### src/rtl/hgeb_pkg.sv
// ----------------------------------------------------------------------------
// hgeb_pkg
// Shared widths, codes and layer bounds for the hit graph edge builder.
// ----------------------------------------------------------------------------
package hgeb_pkg;

    localparam int LAYER_W   = 5;
    localparam int ANGLE_W   = 16;
    localparam int OUT_IDX_W = 6;
    localparam int CFG_W     = 16;
    localparam int CFG_IDX_W = 1;

    localparam logic [CFG_W-1:0] TIGHT_WIN_RST = 16'd8192;
    localparam logic [CFG_W-1:0] WIDE_WIN_RST  = 16'd16384;

    localparam logic [LAYER_W-1:0] LYR_INNER_LO = 5'd1;
    localparam logic [LAYER_W-1:0] LYR_INNER_HI = 5'd6;
    localparam logic [LAYER_W-1:0] LYR_DRIFT_LO = 5'd7;
    localparam logic [LAYER_W-1:0] LYR_NEAR_HI  = 5'd18;
    localparam logic [LAYER_W-1:0] LYR_DRIFT_HI = 5'd23;
    localparam logic [LAYER_W-1:0] LYR_MID      = 5'd24;
    localparam logic [LAYER_W-1:0] LYR_OUTER    = 5'd25;

    typedef enum logic {
        ACT_ADD_HIT   = 1'b0,
        ACT_NEW_EVENT = 1'b1
    } t_action;

    typedef enum logic [CFG_IDX_W-1:0] {
        CFG_TIGHT_WIN = 1'b0,
        CFG_WIDE_WIN  = 1'b1
    } t_cfg_idx;

endpackage

### src/rtl/hgeb_in_if.sv
// ----------------------------------------------------------------------------
// hgeb_in_if
// Hit input channel: valid/ready handshake with action, layer and azimuth.
// ----------------------------------------------------------------------------
interface hgeb_in_if;
    import hgeb_pkg::*;

    logic                      valid;
    logic                      ready;
    logic                      action;
    logic [LAYER_W-1:0]        layer;
    logic signed [ANGLE_W-1:0] azimuth;

    modport source (output valid, action, layer, azimuth, input ready);
    modport sink   (input valid, action, layer, azimuth, output ready);
endinterface

### src/rtl/hgeb_out_if.sv
// ----------------------------------------------------------------------------
// hgeb_out_if
// Edge output channel: valid/ready handshake with one edge or status word.
// ----------------------------------------------------------------------------
interface hgeb_out_if;
    import hgeb_pkg::*;

    logic                 valid;
    logic                 ready;
    logic [OUT_IDX_W-1:0] src_index;
    logic [OUT_IDX_W-1:0] dst_index;
    logic                 edge_valid;
    logic                 overflow;
    logic                 last;

    modport source (output valid, src_index, dst_index, edge_valid, overflow, last,
                    input ready);
    modport sink   (input valid, src_index, dst_index, edge_valid, overflow, last,
                    output ready);
endinterface

### src/rtl/hgeb_ram.sv
// ----------------------------------------------------------------------------
// hgeb_ram
// Generic simple dual-port RAM: one write port, one registered read port.
// ----------------------------------------------------------------------------
module hgeb_ram #(
    parameter int WIDTH = 21,
    parameter int DEPTH = 64
) (
    input  logic                     i_clk,
    input  logic                     i_we,
    input  logic [$clog2(DEPTH)-1:0] i_waddr,
    input  logic [WIDTH-1:0]         i_wdata,
    input  logic                     i_re,
    input  logic [$clog2(DEPTH)-1:0] i_raddr,
    output logic [WIDTH-1:0]         o_rdata
);
    logic [WIDTH-1:0] r_mem [DEPTH];
    logic [WIDTH-1:0] r_rdata;

    always_ff @(posedge i_clk) begin
        if (i_we) begin
            r_mem[i_waddr] <= i_wdata;
        end
        if (i_re) begin
            r_rdata <= r_mem[i_raddr];
        end
    end

    assign o_rdata = r_rdata;
endmodule

### src/rtl/hit_graph_edge_builder_core.sv
// ----------------------------------------------------------------------------
// hit_graph_edge_builder_core
// Compares each new hit with the stored hits of the event and emits edges.
// ----------------------------------------------------------------------------
// Usage:
//   i_hit carries one word per hit (action, layer, azimuth). A new-event word
//   clears the hit store and gives no result. An add word is stored and
//   scanned against the N hits already in the event, one stored hit per
//   cycle unless the scan stalls, through a single pair-test unit fed by the
//   hit RAM port. An add word keeps ready low until its scan and flush are
//   done, longer while they wait on o_edge; the last edge enters the
//   output register at the edge at which ready returns.
//   o_edge gives one word per qualifying pair (src, dst) in store order,
//   last set on the final one. A hit that finds the store full gives one
//   status word with overflow set; a hit with no pair gives no word.
//   Edges pass a pending stage and an output register; the scan stalls only
//   when an edge is found while both are full and o_edge is stalled.
//   Configuration writes (tight and wide windows) are to be made while idle;
//   the core does not enforce this. Synchronous reset empties the event and
//   restores the default windows; no clearing pass is needed.
// ----------------------------------------------------------------------------
module hit_graph_edge_builder_core #(
    parameter int MAX_HITS = 64
) (
    input  logic                             i_clk,
    input  logic                             i_rst_n,
    hgeb_in_if.sink                          i_hit,
    hgeb_out_if.source                       o_edge,
    input  logic                             i_cfg_we,
    input  logic [hgeb_pkg::CFG_IDX_W-1:0]   i_cfg_idx,
    input  logic [hgeb_pkg::CFG_W-1:0]       i_cfg_data
);
    import hgeb_pkg::*;

    localparam int IDX_W  = (MAX_HITS > 1) ? $clog2(MAX_HITS) : 1;
    localparam int CNT_W  = $clog2(MAX_HITS + 1);
    localparam int WORD_W = LAYER_W + ANGLE_W;

    typedef enum logic [1:0] {
        S_IDLE,
        S_SCAN,
        S_FLUSH,
        S_OVFL
    } t_state;

    t_state                    r_state;
    logic [CNT_W-1:0]          r_count;
    logic [CFG_W-1:0]          r_tight_win;
    logic [CFG_W-1:0]          r_wide_win;
    logic [LAYER_W-1:0]        r_new_layer;
    logic signed [ANGLE_W-1:0] r_new_angle;
    logic [IDX_W-1:0]          r_dst;
    logic [IDX_W-1:0]          r_rd_idx;
    logic [IDX_W-1:0]          r_cmp_idx;
    logic                      r_cmp_v;
    logic                      r_pend_valid;
    logic [IDX_W-1:0]          r_pend_src;
    logic                      r_out_valid;
    logic [IDX_W-1:0]          r_out_src;
    logic [IDX_W-1:0]          r_out_dst;
    logic                      r_out_edge;
    logic                      r_out_ovf;
    logic                      r_out_last;

    logic                      in_acc;
    logic                      store_full;
    logic                      out_free;
    logic                      ram_we;
    logic                      ram_re;
    logic [WORD_W-1:0]         ram_rdata;
    logic [LAYER_W-1:0]        old_layer;
    logic signed [ANGLE_W-1:0] old_angle;
    logic                      hit_match;
    logic                      adv;
    logic                      scan_done;

    function automatic logic in_win(input logic signed [ANGLE_W-1:0] a,
                                    input logic signed [ANGLE_W-1:0] b,
                                    input logic [CFG_W-1:0] w);
        logic signed [ANGLE_W:0] diff;
        logic [ANGLE_W:0]        d;
        logic [ANGLE_W:0]        upper;
        diff  = (ANGLE_W+1)'(a) - (ANGLE_W+1)'(b);
        d     = diff[ANGLE_W] ? (ANGLE_W+1)'(-diff) : (ANGLE_W+1)'(diff);
        upper = {1'b1, {ANGLE_W{1'b0}}} - {1'b0, w};
        return (d < {1'b0, w}) || (d > upper);
    endfunction

    function automatic logic pair_ok(input logic [LAYER_W-1:0] la,
                                     input logic signed [ANGLE_W-1:0] aa,
                                     input logic [LAYER_W-1:0] lb,
                                     input logic signed [ANGLE_W-1:0] ab,
                                     input logic [CFG_W-1:0] tight,
                                     input logic [CFG_W-1:0] wide);
        logic a_in, b_in, a_near, b_near, a_dr, b_dr, a_dh, b_dh;
        logic ok;
        a_in   = (la >= LYR_INNER_LO) && (la <= LYR_INNER_HI);
        b_in   = (lb >= LYR_INNER_LO) && (lb <= LYR_INNER_HI);
        a_near = (la >= LYR_DRIFT_LO) && (la <= LYR_NEAR_HI);
        b_near = (lb >= LYR_DRIFT_LO) && (lb <= LYR_NEAR_HI);
        a_dr   = (la >= LYR_DRIFT_LO) && (la <= LYR_MID);
        b_dr   = (lb >= LYR_DRIFT_LO) && (lb <= LYR_MID);
        a_dh   = (la >= LYR_DRIFT_LO) && (la <= LYR_DRIFT_HI);
        b_dh   = (lb >= LYR_DRIFT_LO) && (lb <= LYR_DRIFT_HI);
        if (a_in && b_in) begin
            ok = (la != lb);
        end else if ((a_in && b_near) || (b_in && a_near)) begin
            ok = 1'b1;
        end else if (a_dr && b_dr) begin
            ok = (la != lb) && in_win(aa, ab, tight);
        end else if ((la == LYR_OUTER && b_dh) || (lb == LYR_OUTER && a_dh)) begin
            ok = in_win(aa, ab, wide);
        end else begin
            ok = 1'b0;
        end
        return ok;
    endfunction

    assign in_acc     = i_hit.valid && i_hit.ready;
    assign store_full = (r_count >= CNT_W'(MAX_HITS));
    assign out_free   = !r_out_valid || o_edge.ready;
    assign ram_we     = in_acc && (i_hit.action == ACT_ADD_HIT) && !store_full;

    assign old_layer  = ram_rdata[WORD_W-1:ANGLE_W];
    assign old_angle  = ram_rdata[ANGLE_W-1:0];
    assign hit_match  = r_cmp_v && pair_ok(old_layer, old_angle, r_new_layer, r_new_angle,
                                           r_tight_win, r_wide_win);
    assign adv        = !(hit_match && r_pend_valid && !out_free);
    assign scan_done  = !r_cmp_v && (r_rd_idx == r_dst);
    assign ram_re     = (r_state == S_SCAN) && adv && (r_rd_idx != r_dst);

    hgeb_ram #(
        .WIDTH (WORD_W),
        .DEPTH (MAX_HITS)
    ) u_hit_ram (
        .i_clk   (i_clk),
        .i_we    (ram_we),
        .i_waddr (r_count[IDX_W-1:0]),
        .i_wdata ({i_hit.layer, i_hit.azimuth}),
        .i_re    (ram_re),
        .i_raddr (r_rd_idx),
        .o_rdata (ram_rdata)
    );

    always_ff @(posedge i_clk) begin
        if (!i_rst_n) begin
            r_state      <= S_IDLE;
            r_count      <= '0;
            r_tight_win  <= TIGHT_WIN_RST;
            r_wide_win   <= WIDE_WIN_RST;
            r_cmp_v      <= 1'b0;
            r_pend_valid <= 1'b0;
            r_out_valid  <= 1'b0;
        end else begin
            if (o_edge.ready) begin
                r_out_valid <= 1'b0;
            end
            if (i_cfg_we) begin
                unique case (t_cfg_idx'(i_cfg_idx))
                    CFG_TIGHT_WIN: r_tight_win <= i_cfg_data;
                    CFG_WIDE_WIN:  r_wide_win  <= i_cfg_data;
                    default: ;
                endcase
            end
            unique case (r_state)
                S_IDLE: begin
                    if (in_acc) begin
                        if (i_hit.action == ACT_NEW_EVENT) begin
                            r_count <= '0;
                        end else if (store_full) begin
                            r_state <= S_OVFL;
                        end else begin
                            r_new_layer <= i_hit.layer;
                            r_new_angle <= i_hit.azimuth;
                            r_dst       <= r_count[IDX_W-1:0];
                            r_rd_idx    <= '0;
                            r_cmp_v     <= 1'b0;
                            r_count     <= r_count + CNT_W'(1);
                            r_state     <= S_SCAN;
                        end
                    end
                end
                S_SCAN: begin
                    if (adv) begin
                        if (hit_match) begin
                            if (r_pend_valid) begin
                                r_out_valid <= 1'b1;
                                r_out_src   <= r_pend_src;
                                r_out_dst   <= r_dst;
                                r_out_edge  <= 1'b1;
                                r_out_ovf   <= 1'b0;
                                r_out_last  <= 1'b0;
                            end
                            r_pend_valid <= 1'b1;
                            r_pend_src   <= r_cmp_idx;
                        end
                        if (r_rd_idx != r_dst) begin
                            r_cmp_v   <= 1'b1;
                            r_cmp_idx <= r_rd_idx;
                            r_rd_idx  <= r_rd_idx + IDX_W'(1);
                        end else begin
                            r_cmp_v <= 1'b0;
                        end
                    end
                    if (scan_done) begin
                        r_state <= S_FLUSH;
                    end
                end
                S_FLUSH: begin
                    if (!r_pend_valid) begin
                        r_state <= S_IDLE;
                    end else if (out_free) begin
                        r_out_valid  <= 1'b1;
                        r_out_src    <= r_pend_src;
                        r_out_dst    <= r_dst;
                        r_out_edge   <= 1'b1;
                        r_out_ovf    <= 1'b0;
                        r_out_last   <= 1'b1;
                        r_pend_valid <= 1'b0;
                        r_state      <= S_IDLE;
                    end
                end
                S_OVFL: begin
                    if (out_free) begin
                        r_out_valid <= 1'b1;
                        r_out_src   <= '0;
                        r_out_dst   <= '0;
                        r_out_edge  <= 1'b0;
                        r_out_ovf   <= 1'b1;
                        r_out_last  <= 1'b1;
                        r_state     <= S_IDLE;
                    end
                end
                default: r_state <= S_IDLE;
            endcase
        end
    end

    assign i_hit.ready       = (r_state == S_IDLE);
    assign o_edge.valid      = r_out_valid;
    assign o_edge.src_index  = OUT_IDX_W'(r_out_src);
    assign o_edge.dst_index  = OUT_IDX_W'(r_out_dst);
    assign o_edge.edge_valid = r_out_edge;
    assign o_edge.overflow   = r_out_ovf;
    assign o_edge.last       = r_out_last;

    a_count_bound: assert property (@(posedge i_clk) disable iff (!i_rst_n)
        r_count <= CNT_W'(MAX_HITS))
        else $error("hit count beyond store capacity");

    a_word_kind: assert property (@(posedge i_clk) disable iff (!i_rst_n)
        r_out_valid |-> (r_out_edge != r_out_ovf))
        else $error("output word is neither a single edge nor a single status");

    a_ovfl_last: assert property (@(posedge i_clk) disable iff (!i_rst_n)
        (r_out_valid && r_out_ovf) |-> r_out_last)
        else $error("overflow word without last");

    a_pend_busy: assert property (@(posedge i_clk) disable iff (!i_rst_n)
        r_pend_valid |-> (r_state == S_SCAN || r_state == S_FLUSH))
        else $error("pending edge outside a scan");

    a_cmp_range: assert property (@(posedge i_clk) disable iff (!i_rst_n)
        r_cmp_v |-> (r_cmp_idx < r_dst))
        else $error("compare index past the new hit");

    a_ovfl_full: assert property (@(posedge i_clk) disable iff (!i_rst_n)
        (r_state == S_OVFL) |-> store_full)
        else $error("overflow path taken with room in the store");
endmodule

### src/flat_wrapper.sv
// flat-port wrapper written by rule: the top's interface ports become plain ports
module hit_graph_edge_builder_core_flat import hgeb_pkg::*;
#(
    parameter int MAX_HITS = 64
)
  (i_clk, i_rst_n, i_cfg_we, i_cfg_idx, i_cfg_data, i_hit_valid, i_hit_action, i_hit_layer, i_hit_azimuth, i_hit_ready, o_edge_valid, o_edge_src_index, o_edge_dst_index, o_edge_edge_valid, o_edge_overflow, o_edge_last, o_edge_ready);
  hgeb_in_if i_hit_i ();
  hgeb_out_if o_edge_i ();
  input  logic i_clk;
  input  logic i_rst_n;
  input  logic i_cfg_we;
  input  logic [hgeb_pkg::CFG_IDX_W-1:0] i_cfg_idx;
  input  logic [hgeb_pkg::CFG_W-1:0] i_cfg_data;
  input wire logic [$bits(i_hit_i.valid)-1:0] i_hit_valid;
  input wire logic [$bits(i_hit_i.action)-1:0] i_hit_action;
  input wire logic [$bits(i_hit_i.layer)-1:0] i_hit_layer;
  input wire logic [$bits(i_hit_i.azimuth)-1:0] i_hit_azimuth;
  output wire logic [$bits(i_hit_i.ready)-1:0] i_hit_ready;
  output wire logic [$bits(o_edge_i.valid)-1:0] o_edge_valid;
  output wire logic [$bits(o_edge_i.src_index)-1:0] o_edge_src_index;
  output wire logic [$bits(o_edge_i.dst_index)-1:0] o_edge_dst_index;
  output wire logic [$bits(o_edge_i.edge_valid)-1:0] o_edge_edge_valid;
  output wire logic [$bits(o_edge_i.overflow)-1:0] o_edge_overflow;
  output wire logic [$bits(o_edge_i.last)-1:0] o_edge_last;
  input wire logic [$bits(o_edge_i.ready)-1:0] o_edge_ready;
  assign i_hit_i.valid = i_hit_valid;
  assign i_hit_i.action = i_hit_action;
  assign i_hit_i.layer = i_hit_layer;
  assign i_hit_i.azimuth = i_hit_azimuth;
  assign i_hit_ready = i_hit_i.ready;
  assign o_edge_valid = o_edge_i.valid;
  assign o_edge_src_index = o_edge_i.src_index;
  assign o_edge_dst_index = o_edge_i.dst_index;
  assign o_edge_edge_valid = o_edge_i.edge_valid;
  assign o_edge_overflow = o_edge_i.overflow;
  assign o_edge_last = o_edge_i.last;
  assign o_edge_i.ready = o_edge_ready;
  hit_graph_edge_builder_core #(.MAX_HITS(MAX_HITS)) u_core (.i_clk(i_clk), .i_rst_n(i_rst_n), .i_hit(i_hit_i), .o_edge(o_edge_i), .i_cfg_we(i_cfg_we), .i_cfg_idx(i_cfg_idx), .i_cfg_data(i_cfg_data));
endmodule
### config.mk
export PLATFORM = sky130hd
export DESIGN_NAME = hit_graph_edge_builder_core_flat
export DESIGN_NICKNAME = d
export VERILOG_FILES = /design/src/rtl/hgeb_pkg.sv /design/src/rtl/hgeb_in_if.sv /design/src/rtl/hgeb_out_if.sv /design/src/rtl/hgeb_ram.sv /design/src/rtl/hit_graph_edge_builder_core.sv /design/src/flat_wrapper.sv
export SDC_FILE = /design/constraint.sdc
export NUM_CORES = 2
export LEC_CHECK = 0
export BUFFER_PORTS_ARGS = -buffer_cell sky130_fd_sc_hd__buf_2
export CORE_MARGIN = 2
export CORE_UTILIZATION = 40
export DETAILED_ROUTE_END_ITERATION = 6
export GPL_TIMING_DRIVEN = 0
export PLACE_DENSITY_LB_ADDON = 0.08
export SYNTH_ARGS = -nofsm -noshare
export SYNTH_HDL_FRONTEND = slang
export SYNTH_SLANG_ARGS = --single-unit
### constraint.sdc
create_clock -name i_clk -period 9.55 [get_ports i_clk]
set_input_delay 1.91 -clock i_clk [delete_from_list [all_inputs] [get_ports i_clk]]
set_output_delay 1.91 -clock i_clk [all_outputs]
set_load 0.01 [all_outputs]
# ---- Word level (Yosys, flattened, before mapping)
# Memory sizes are Yosys's and may differ from the RTL's. A register that Yosys moved wholly into a read port is not among the register bits.
# Index checks and enable logic that the tools add are counted.
dict set report totals {
  output_inout_bits 17
  n_memories 1
  elab_cells 184
  register_bits 104
  ram_bits 1344
  inputBits 44
}
# name depth width rd rd_clocked_by_memory_dff wr line_no
set memory_table {}
lappend memory_table {u_core.u_hit_ram.r_mem 64 21 1 1 1 hgeb_ram.sv:17} ;# logic [WIDTH-1:0] r_mem [DEPTH];
dict set report op_classes {
  bitwise_logic 4
  order_cmp 17
  eq_ne 20
  add_sub_neg 6
  n_reduce_logical 50
  n_mux 68
}
# op count
set ops {}
lappend ops {{6-bit 2-to-1 mux} 16}
lappend ops {{6-bit one-hot mux with 3 select lines} 2}
lappend ops {{17-bit > comparator} 2}
lappend ops {{17-bit by 16-bit less-than comparator with 1-bit output} 2}
lappend ops {{17-bit by 16-bit subtractor with 17-bit output (first input constant)} 2}
lappend ops {{1-bit 2-to-1 mux} 33}
lappend ops {{5-bit <= comparator (second input constant)} 6}
lappend ops {{1-bit logical AND} 24}
lappend ops {{17-bit 2-to-1 mux} 1}
lappend ops {{17-bit negator} 1}
lappend ops {{16-bit by 16-bit subtractor with 17-bit output} 1}
lappend ops {{7-bit 2-to-1 mux} 2}
lappend ops {{2-bit 2-to-1 mux} 6}
lappend ops {{2-bit by 1-bit != test with 1-bit output (second input constant)} 6}
lappend ops {{2-bit != test (second input constant)} 6}
lappend ops {{1-bit one-hot mux with 3 select lines} 4}
lappend ops {{6-bit one-hot mux with 2 select lines} 1}
lappend ops {{5-bit equality test (second input constant)} 2}
lappend ops {{5-bit by 1-bit >= comparator with 1-bit output (second input constant)} 2}
lappend ops {{5-bit by 3-bit >= comparator with 1-bit output (second input constant)} 2}
lappend ops {{5-bit by 3-bit <= comparator with 1-bit output (second input constant)} 2}
lappend ops {{5-bit AND reduction} 2}
lappend ops {{3-bit AND reduction} 3}
lappend ops {{2-bit one-hot mux with 4 select lines} 1}
lappend ops {{20 further kinds} 36}

# ---- Depth between registers and ports, before layout
dict set report logic_depth {
  depth_word 15
  ltp_mapped 25
  mapped_depth_nobuf 24
}

# ---- Hierarchy
# A second synthesis with hierarchy kept.
dict set report unflattened {
  hier_cells 3192
  hier_area_um2 59897.4
}
# mod instances area_each_um2 seq_area_each_um2 cells_per_inst
set by_module_without_submodules {}
lappend by_module_without_submodules {hgeb_ram 1 52246.4 40989.3 2331}
lappend by_module_without_submodules {hit_graph_edge_builder_core 1 7651.1 2682.6 861}

# ---- Worst setup path after synthesis
# No wires, ideal clock.
dict set report synth_path {
  path_type {reg2reg}
  startpoint {register u_core.r_new_angle[0]}
  endpoint {register u_core.u_hit_ram.r_rdata[0] (netlist: u_core.u_hit_ram.o_rdata[0]), read port of u_core.u_hit_ram.r_mem (enable)}
  arrival_ns 5.580
  path_slack_ns 3.571
  period_less_slack_ns 5.979
  n_path_buf 1
  setup_ns 0.399
  t_required_ns 9.151
  stages_incl_launch_ff 24
  path_cell_list {edfxtp_1 > ha_1 > fa_1 > nand2b_1 > a211oi_1 > o21ai_0 > o311ai_0 > o21ai_1 > clkbuf_1 > o21ai_0 > xor2_1 > ha_1 > a222oi_1 > nand3_1 > o22ai_1 > nand2_1 > a21oi_1 > or2_2 > a221o_1 > a32oi_1 > a311oi_2 > o211a_4 > o21ai_2 > nor2_1}
}
dict set report synth_via {
  elab_chain_cells 15
  word_cells_on_any_way 20
  cone_classes {add/sub (2); order compare (4); mux (5); reduce/logical (9)}
}
# item line_no
set synth_rtl {}
lappend synth_rtl {{start, declared} hit_graph_edge_builder_core.sv:51} ;# logic signed [ANGLE_W-1:0] r_new_angle;
lappend synth_rtl {{start signal, assigned} hit_graph_edge_builder_core.sv:174} ;# r_new_angle <= i_hit.azimuth;
lappend synth_rtl {{16-bit by 16-bit subtractor with 17-bit output *} hit_graph_edge_builder_core.sv:83} ;# diff = (ANGLE_W+1)'(a) - (ANGLE_W+1)'(b);
lappend synth_rtl {{17-bit negator} hit_graph_edge_builder_core.sv:84} ;# d = diff[ANGLE_W] ? (ANGLE_W+1)'(-diff) : (ANGLE_W+1)'(diff);
lappend synth_rtl {{17-bit 2-to-1 mux *} hit_graph_edge_builder_core.sv:84}
lappend synth_rtl {{17-bit by 16-bit less-than comparator with 1-bit output or 17-bit > comparator (tied branches)} hit_graph_edge_builder_core.sv:86} ;# return (d < {1'b0, w}) || (d > upper);
lappend synth_rtl {{1-bit logical OR} hit_graph_edge_builder_core.sv:86}
lappend synth_rtl {{1-bit 2-to-1 mux or 1-bit logical AND (tied branches)} {hit_graph_edge_builder_core.sv:111, hit_graph_edge_builder_core.sv:110}}
lappend synth_rtl {{1-bit 2-to-1 mux *} hit_graph_edge_builder_core.sv:109} ;# end else if (a_dr && b_dr) begin
lappend synth_rtl {{1-bit 2-to-1 mux *} hit_graph_edge_builder_core.sv:107} ;# end else if ((a_in && b_near) || (b_in && a_near)) begin
lappend synth_rtl {{1-bit 2-to-1 mux *} hit_graph_edge_builder_core.sv:105} ;# if (a_in && b_in) begin
lappend synth_rtl {{1-bit logical AND *} hit_graph_edge_builder_core.sv:126} ;# assign hit_match = r_cmp_v && pair_ok(old_layer, old_angle, r_new_layer, r_new_angle,
lappend synth_rtl {{1-bit logical AND * (2 in series)} hit_graph_edge_builder_core.sv:128} ;# assign adv = !(hit_match && r_pend_valid && !out_free);
lappend synth_rtl {{1-bit zero test *} hit_graph_edge_builder_core.sv:128}
lappend synth_rtl {{1-bit logical AND * (2 in series)} hit_graph_edge_builder_core.sv:130} ;# assign ram_re = (r_state == S_SCAN) && adv && (r_rd_idx != r_dst);
lappend synth_rtl {{via u_core.ram_re} hit_graph_edge_builder_core.sv:69} ;# logic ram_re;
lappend synth_rtl {{end, declared} hgeb_ram.sv:18} ;# logic [WIDTH-1:0] r_rdata;
# The timed path passes the listed nets; every way through them passes the cells marked *.
# A chain may end at the register's enable or synchronous reset.

# ---- Worst setup path after layout
dict set report layout_path {
  startpoint {register u_core.u_hit_ram.r_rdata[0] (netlist: u_core.u_hit_ram.o_rdata[0]), read port of u_core.u_hit_ram.r_mem}
  endpoint {register u_core.r_out_dst[5] (netlist: u_core.o_edge.dst_index[5]) (enable)}
}
dict set report layout_via {
  elab_chain_cells 14
  word_cells_on_any_way 20
  cone_classes {add/sub (2); order compare (4); eq/ne (2); mux (5); reduce/logical (7)}
}
# item line_no
set layout_rtl {}
lappend layout_rtl {{16-bit by 16-bit subtractor with 17-bit output *} hit_graph_edge_builder_core.sv:83}
lappend layout_rtl {{17-bit negator} hit_graph_edge_builder_core.sv:84}
lappend layout_rtl {{17-bit 2-to-1 mux *} hit_graph_edge_builder_core.sv:84}
lappend layout_rtl {{17-bit by 16-bit less-than comparator with 1-bit output or 17-bit > comparator (tied branches)} hit_graph_edge_builder_core.sv:86}
lappend layout_rtl {{1-bit logical OR} hit_graph_edge_builder_core.sv:86}
lappend layout_rtl {{1-bit 2-to-1 mux or 1-bit logical AND (tied branches)} {hit_graph_edge_builder_core.sv:111, hit_graph_edge_builder_core.sv:110}}
lappend layout_rtl {{1-bit 2-to-1 mux *} hit_graph_edge_builder_core.sv:109}
lappend layout_rtl {{1-bit 2-to-1 mux *} hit_graph_edge_builder_core.sv:107}
lappend layout_rtl {{1-bit 2-to-1 mux *} hit_graph_edge_builder_core.sv:105}
lappend layout_rtl {{1-bit logical AND *} hit_graph_edge_builder_core.sv:126}
lappend layout_rtl {{1-bit logical AND (2 in series)} hit_graph_edge_builder_core.sv:128}
lappend layout_rtl {{2-bit != test (no line)} n/a}
lappend layout_rtl {{8-bit AND reduction (no line) *} n/a}
lappend layout_rtl {{end signal, assigned} hit_graph_edge_builder_core.sv:189} ;# r_out_dst <= r_dst;
lappend layout_rtl {{end signal, assigned} hit_graph_edge_builder_core.sv:215} ;# r_out_dst <= r_dst;
lappend layout_rtl {{end, declared} hit_graph_edge_builder_core.sv:60} ;# logic [IDX_W-1:0] r_out_dst;
# Every way passes the cells marked *; elsewhere a longest branch is shown, timed or not.

==> flow_summary.rst <==
.. list-table::
   :header-rows: 1

   * - Metric
     - Value
   * - Run status
     - finished clean
   * - DP HPWL
     - about 110 mm
   * - Bufs on Longest Clock Path
     - 3
   * - Number of nets produced by synthesis
     - 2,964
   * - Internal Dissipation
     - 11.0 mW
   * - Number of warnings issued by yosys
     - 0
   * - Dominant cells by area after synthesis
     - sky130_fd_sc_hd__edfxtp_1, sky130_fd_sc_hd__mux4_2, sky130_fd_sc_hd__ha_1, sky130_fd_sc_hd__dfxtp_1, sky130_fd_sc_hd__nor2_1
   * - Reg clk slew, reported paths
     - approximately 0.06 ns
   * - Placed instance count
     - 4,871
   * - Seq pwr share
     - about half
   * - Commonest cells in the synthesized netlist
     - sky130_fd_sc_hd__edfxtp_1, sky130_fd_sc_hd__mux4_2, sky130_fd_sc_hd__nor2_1
   * - R2R Path Start
     - u_core.u_hit_ram.o_rdata[0]
   * - Fraction of power spent switching nets
     - between 20% and 30%
   * - Number of buffers created by CTS
     - 158
   * - Capturing element type of the critical path
     - register
   * - Startpoint types
     - register
   * - Setup CP Type
     - register to register
   * - Leak
     - 21.2 nW
   * - Number of global-route vias before repair
     - 30,100
   * - Clk Tree Root Cell
     - sky130_fd_sc_hd__clkbuf_16
   * - Area used by sequential logic in the layout
     - approximately 44,000 µm²
   * - Cell count after synthesis
     - 2,839
   * - Clk_skew
     - roughly 0.026 ns
   * - Area growth from synthesis to final layout
     - 14.8%
   * - Maximum number of pins on one net before global-route repair
     - 66
   * - Die area
     - 151,000 µm²
   * - Cell taking the most area after synthesis
     - sky130_fd_sc_hd__edfxtp_1
   * - Core outline area
     - 147,000 µm²
   * - Crit path max fanout
     - 14
   * - Number of synthesized flops with an enable pin
     - 1,425
   * - Clock tree from TritonCTS
     - yes
   * - Fin nets
     - 3,227
   * - Source of the critical timing path
     - u_core.u_hit_ram.o_rdata[0]
   * - Switching power
     - 3.19 mW
   * - Count of antenna-violating nets left after detailed routing
     - 0
   * - Number of max-cap violations
     - 0
   * - Final hold violations
     - 0
   * - Setup Fix Bufs, Post-CTS
     - 0
   * - Average footprint of a synthesized cell
     - approximately 21 µm²
   * - Post-Place Worst Slack
     - 2.40 ns
   * - Fillcell total
     - about 12,000
   * - Worst-skew pair later-pin latency
     - 0.77 ns
   * - Post-DP Area
     - 63,100 µm²
   * - Multi-input combinational cell area
     - 15,200 µm²
   * - Crit path max-delay family
     - compound AO/OA/AOI/OAI gates
   * - Post-synthesis sequential element count
     - 1,469
   * - Number of antenna violations at the first check in global routing
     - 14
   * - Critical-path top delay cell
     - sky130_fd_sc_hd__o21ai_0
   * - Worst slew pin tran
     - 1.39 ns
   * - CTS Sinks
     - 1,469
   * - Global Route Usage Sum
     - 21.1%
   * - Power density over the cells
     - approximately 210 nW/µm²
   * - Total number of placement rows
     - 141
   * - Max Slew Vio Count
     - 0
   * - Global route total overflow
     - 0
   * - Crit-path max cell delay
     - 0.66 ns
   * - Vias per inst
     - 5.67
   * - Design area
     - 68,100 µm²
   * - Horizontal extent of the die
     - 389 µm
   * - Period minus WS final
     - approximately 7 ns
   * - Gp weighted congestion
     - 0.837
   * - Total length of routed wires
     - 158 mm
   * - Worst IR drop on VDD
     - 171 µV
   * - Most frequent cell after synthesis
     - sky130_fd_sc_hd__edfxtp_1
   * - Number of instances resized during post-cts repair
     - 0
   * - Most prevalent standard cell on the critical path
     - sky130_fd_sc_hd__o21ai_0
   * - Deepest level of the CTS H-tree
     - 4
   * - Critical-path cell list
     - inv_1 > ha_1 > fa_1 > nand2b_1 > a211oi_1 > o21ai_0 > o311ai_0 > o21ai_1 > clkbuf_1 > o21ai_0 > ha_1 > a211oi_1 > o21bai_1 > a2111oi_0 > o21ai_0 > and3_1 > o21ai_0 > and4b_1 > a21oi_1 > o211a_4 > o21ai_1 > and3_1
   * - Summed negative setup slack over all endpoints
     - 0 ns
   * - Distinct cells, synth
     - 79
   * - Comb pwr share
     - under 10%
   * - Required time of the critical path
     - 9.92 ns
   * - Fraction of the cycle the final worst path needs
     - 74.7%
   * - Class of the most critical hold timing path
     - register to register
   * - Relative slew slack
     - 7.33%
   * - Clk pwr share
     - 41.8%
   * - Final Instance Count excl. Fillers
     - 5,149
   * - Total DRC errors in the routed layout
     - 0
   * - Post-synth ARST share
     - 0%
   * - Hold Startpoint
     - u_core.r_cmp_idx[1]
   * - Count of buffer and inverter cells on the critical path
     - 2
   * - Die Y
     - 389 µm
   * - Top_reg_cell synth
     - sky130_fd_sc_hd__edfxtp_1
   * - Number of top-level design ports
     - 61
   * - Initial cell density of the core
     - 40.2%
   * - Count of hold buffers inserted by post-cts repair
     - 0
   * - WP data arrival
     - 7.51 ns
   * - Post-synth top area share
     - 72.2%
   * - Unrepaired setup endpoints after global routing
     - no
   * - IO buf count
     - 59
   * - Final number of setup-violating endpoints
     - 0
   * - Number of iterations in the first detailed-routing pass
     - 5
   * - Violation count after the first detailed-routing iteration
     - 2,590
   * - Total via count in the routed design
     - slightly below 30,000
   * - Share of layout cells above drive strength 1
     - between 20% and 30%
   * - Average detailed-routed wire length per instance
     - about 31 µm
   * - Wire length of the first global-routing pass
     - 224 mm
   * - Finished Core Util
     - a little under half
   * - Cell area after synthesis
     - 59,300 µm²
   * - Final WS setup
     - 2.42 ns
   * - Fraction of the yosys area taken by sequential cells
     - 73.7%
   * - Highest achievable clock rate
     - 140 MHz
[final cells by class]
cell class	count	share of cell area [%]
Tap cell	1930	3.55
Clock buffer	189	6.07
Inverter	63	0.347
Antenna cell	4	0.0147
Timing Repair Buffer	103	1.56
Sequential cell	1469	64.2
Multi-Input combinational cell	1175	22.3
Buffer	132	0.765
Clock inverter	84	1.20
[per-stage QoR]
| step | hold slack [ns] | power, mW |
|---|---|---|
| finish | 0.418 | 14.2 |
| global route | 0.425 | 14.7 |
| CTS | 0.419 | 14.3 |
| detailed placement | 0.405 | 8.42 |
| global placement | 0.405 | 8.38 |
| floorplan | 0.400 | 7.92 |
[kinds of logic after synthesis]
| family | after synthesis | share of synthesized area (%) |
|---|---|---|
| AO/OA/AOI/OAI | 182 | 2.21 |
| XOR/XNOR | 71 | 1.06 |
| adder cells (fa/ha/maj) | 82 | 1.74 |
| buffers and inverters | 195 | 1.26 |
| flip-flops | 1469 | 73.7 |
| multiplexers | 444 | 16.8 |
| AND/OR/NAND/NOR | 396 | 3.25 |
[worst paths after layout]
path | cells after the start | slack, ns | end
worst max-delay path | 22 | 2.42 | u_core.o_edge.dst_index[5]
worst min-delay path | 0 | 0.42 | u_core.r_pend_src[1]
worst max register to register | 22 | 2.42 | u_core.o_edge.dst_index[5]
worst min register to register | 0 | 0.42 | u_core.r_pend_src[1]
[sequential cells by signal, indices dropped and copies added, names as in the netlist, 2 cells and up]
register,count
u_core.o_edge.dst_index,6
u_core.r_wide_win,16
u_core.r_new_angle,16
u_core.o_edge.src_index,6
u_core.r_dst,6
u_core.r_state,2
u_core.r_cmp_idx,6
u_core.r_count,7
u_core.u_hit_ram.o_rdata,21
u_core.r_tight_win,16
u_core.r_new_layer,5
u_core.r_rd_idx,6
u_core.u_hit_ram.r_mem,1344
u_core.r_pend_src,6
[per-layer routing]
layer | up-vias | track usage (%) | wire length [µm]
met2 | 869 | 34.4 | 76700
li1 | 12400 | - | -
met1 | 15700 | 29.5 | 68100
met3 | 213 | 3.51 | 9360
met4 | 6 | 6.00 | 4190
met5 | - | 0 | 41
[worst register-to-register path, delay by kind of cell (launching register included)]
| family | cells | cell delay [ns] |
|---|---|---|
| fa+ha+maj | 3 | 1.02 |
| buf+inv | 2 | 0.36 |
| flops | 1 | 0.36 |
| simple gates | 4 | 1.26 |
| compound gates | 13 | 3.76 |
[cells in the final DEF (no fill, tap or decap), types with 17 or more instances in the layout]
| cell type | count |
|---|---|
| sky130_fd_sc_hd__a21boi_0 | 31 |
| sky130_fd_sc_hd__a21oi_1 | 28 |
| sky130_fd_sc_hd__and2_1 | 24 |
| sky130_fd_sc_hd__buf_1 | 35 |
| sky130_fd_sc_hd__buf_2 | 49 |
| sky130_fd_sc_hd__buf_4 | 17 |
| sky130_fd_sc_hd__buf_8 | 24 |
| sky130_fd_sc_hd__clkbuf_1 | 115 |
| sky130_fd_sc_hd__clkbuf_16 | 161 |
| sky130_fd_sc_hd__clkinv_1 | 32 |
| sky130_fd_sc_hd__clkinv_2 | 26 |
| sky130_fd_sc_hd__dfxtp_1 | 44 |
| sky130_fd_sc_hd__edfxtp_1 | 1425 |
| sky130_fd_sc_hd__ha_1 | 80 |
| sky130_fd_sc_hd__inv_1 | 63 |
| sky130_fd_sc_hd__mux4_2 | 441 |
| sky130_fd_sc_hd__nand2_1 | 109 |
| sky130_fd_sc_hd__nand3_1 | 32 |
| sky130_fd_sc_hd__nand4_1 | 28 |
| sky130_fd_sc_hd__nor2_1 | 50 |
| sky130_fd_sc_hd__nor2_2 | 32 |
| sky130_fd_sc_hd__nor2_4 | 31 |
| sky130_fd_sc_hd__nor3_1 | 17 |
| sky130_fd_sc_hd__o21ai_0 | 33 |
| sky130_fd_sc_hd__xnor2_1 | 48 |
| sky130_fd_sc_hd__xor2_1 | 22 |
[power by group through the flow]
| stage | sequential [mW] | combinational (mW) | clock [mW] |
|---|---|---|---|
| 6_report | 7.12 | 1.15 | 5.93 |
| 5_1_grt | 7.12 | 1.25 | 6.31 |
| 4_1_cts | 7.12 | 1.17 | 6.06 |
| 3_5_place_dp | 7.25 | 1.16 | 0 |
| 3_3_place_gp | 7.25 | 1.13 | 0 |
| 2_1_floorplan | 7.24 | 0.675 | 0 |
Power figures use the tool's default switching activity.
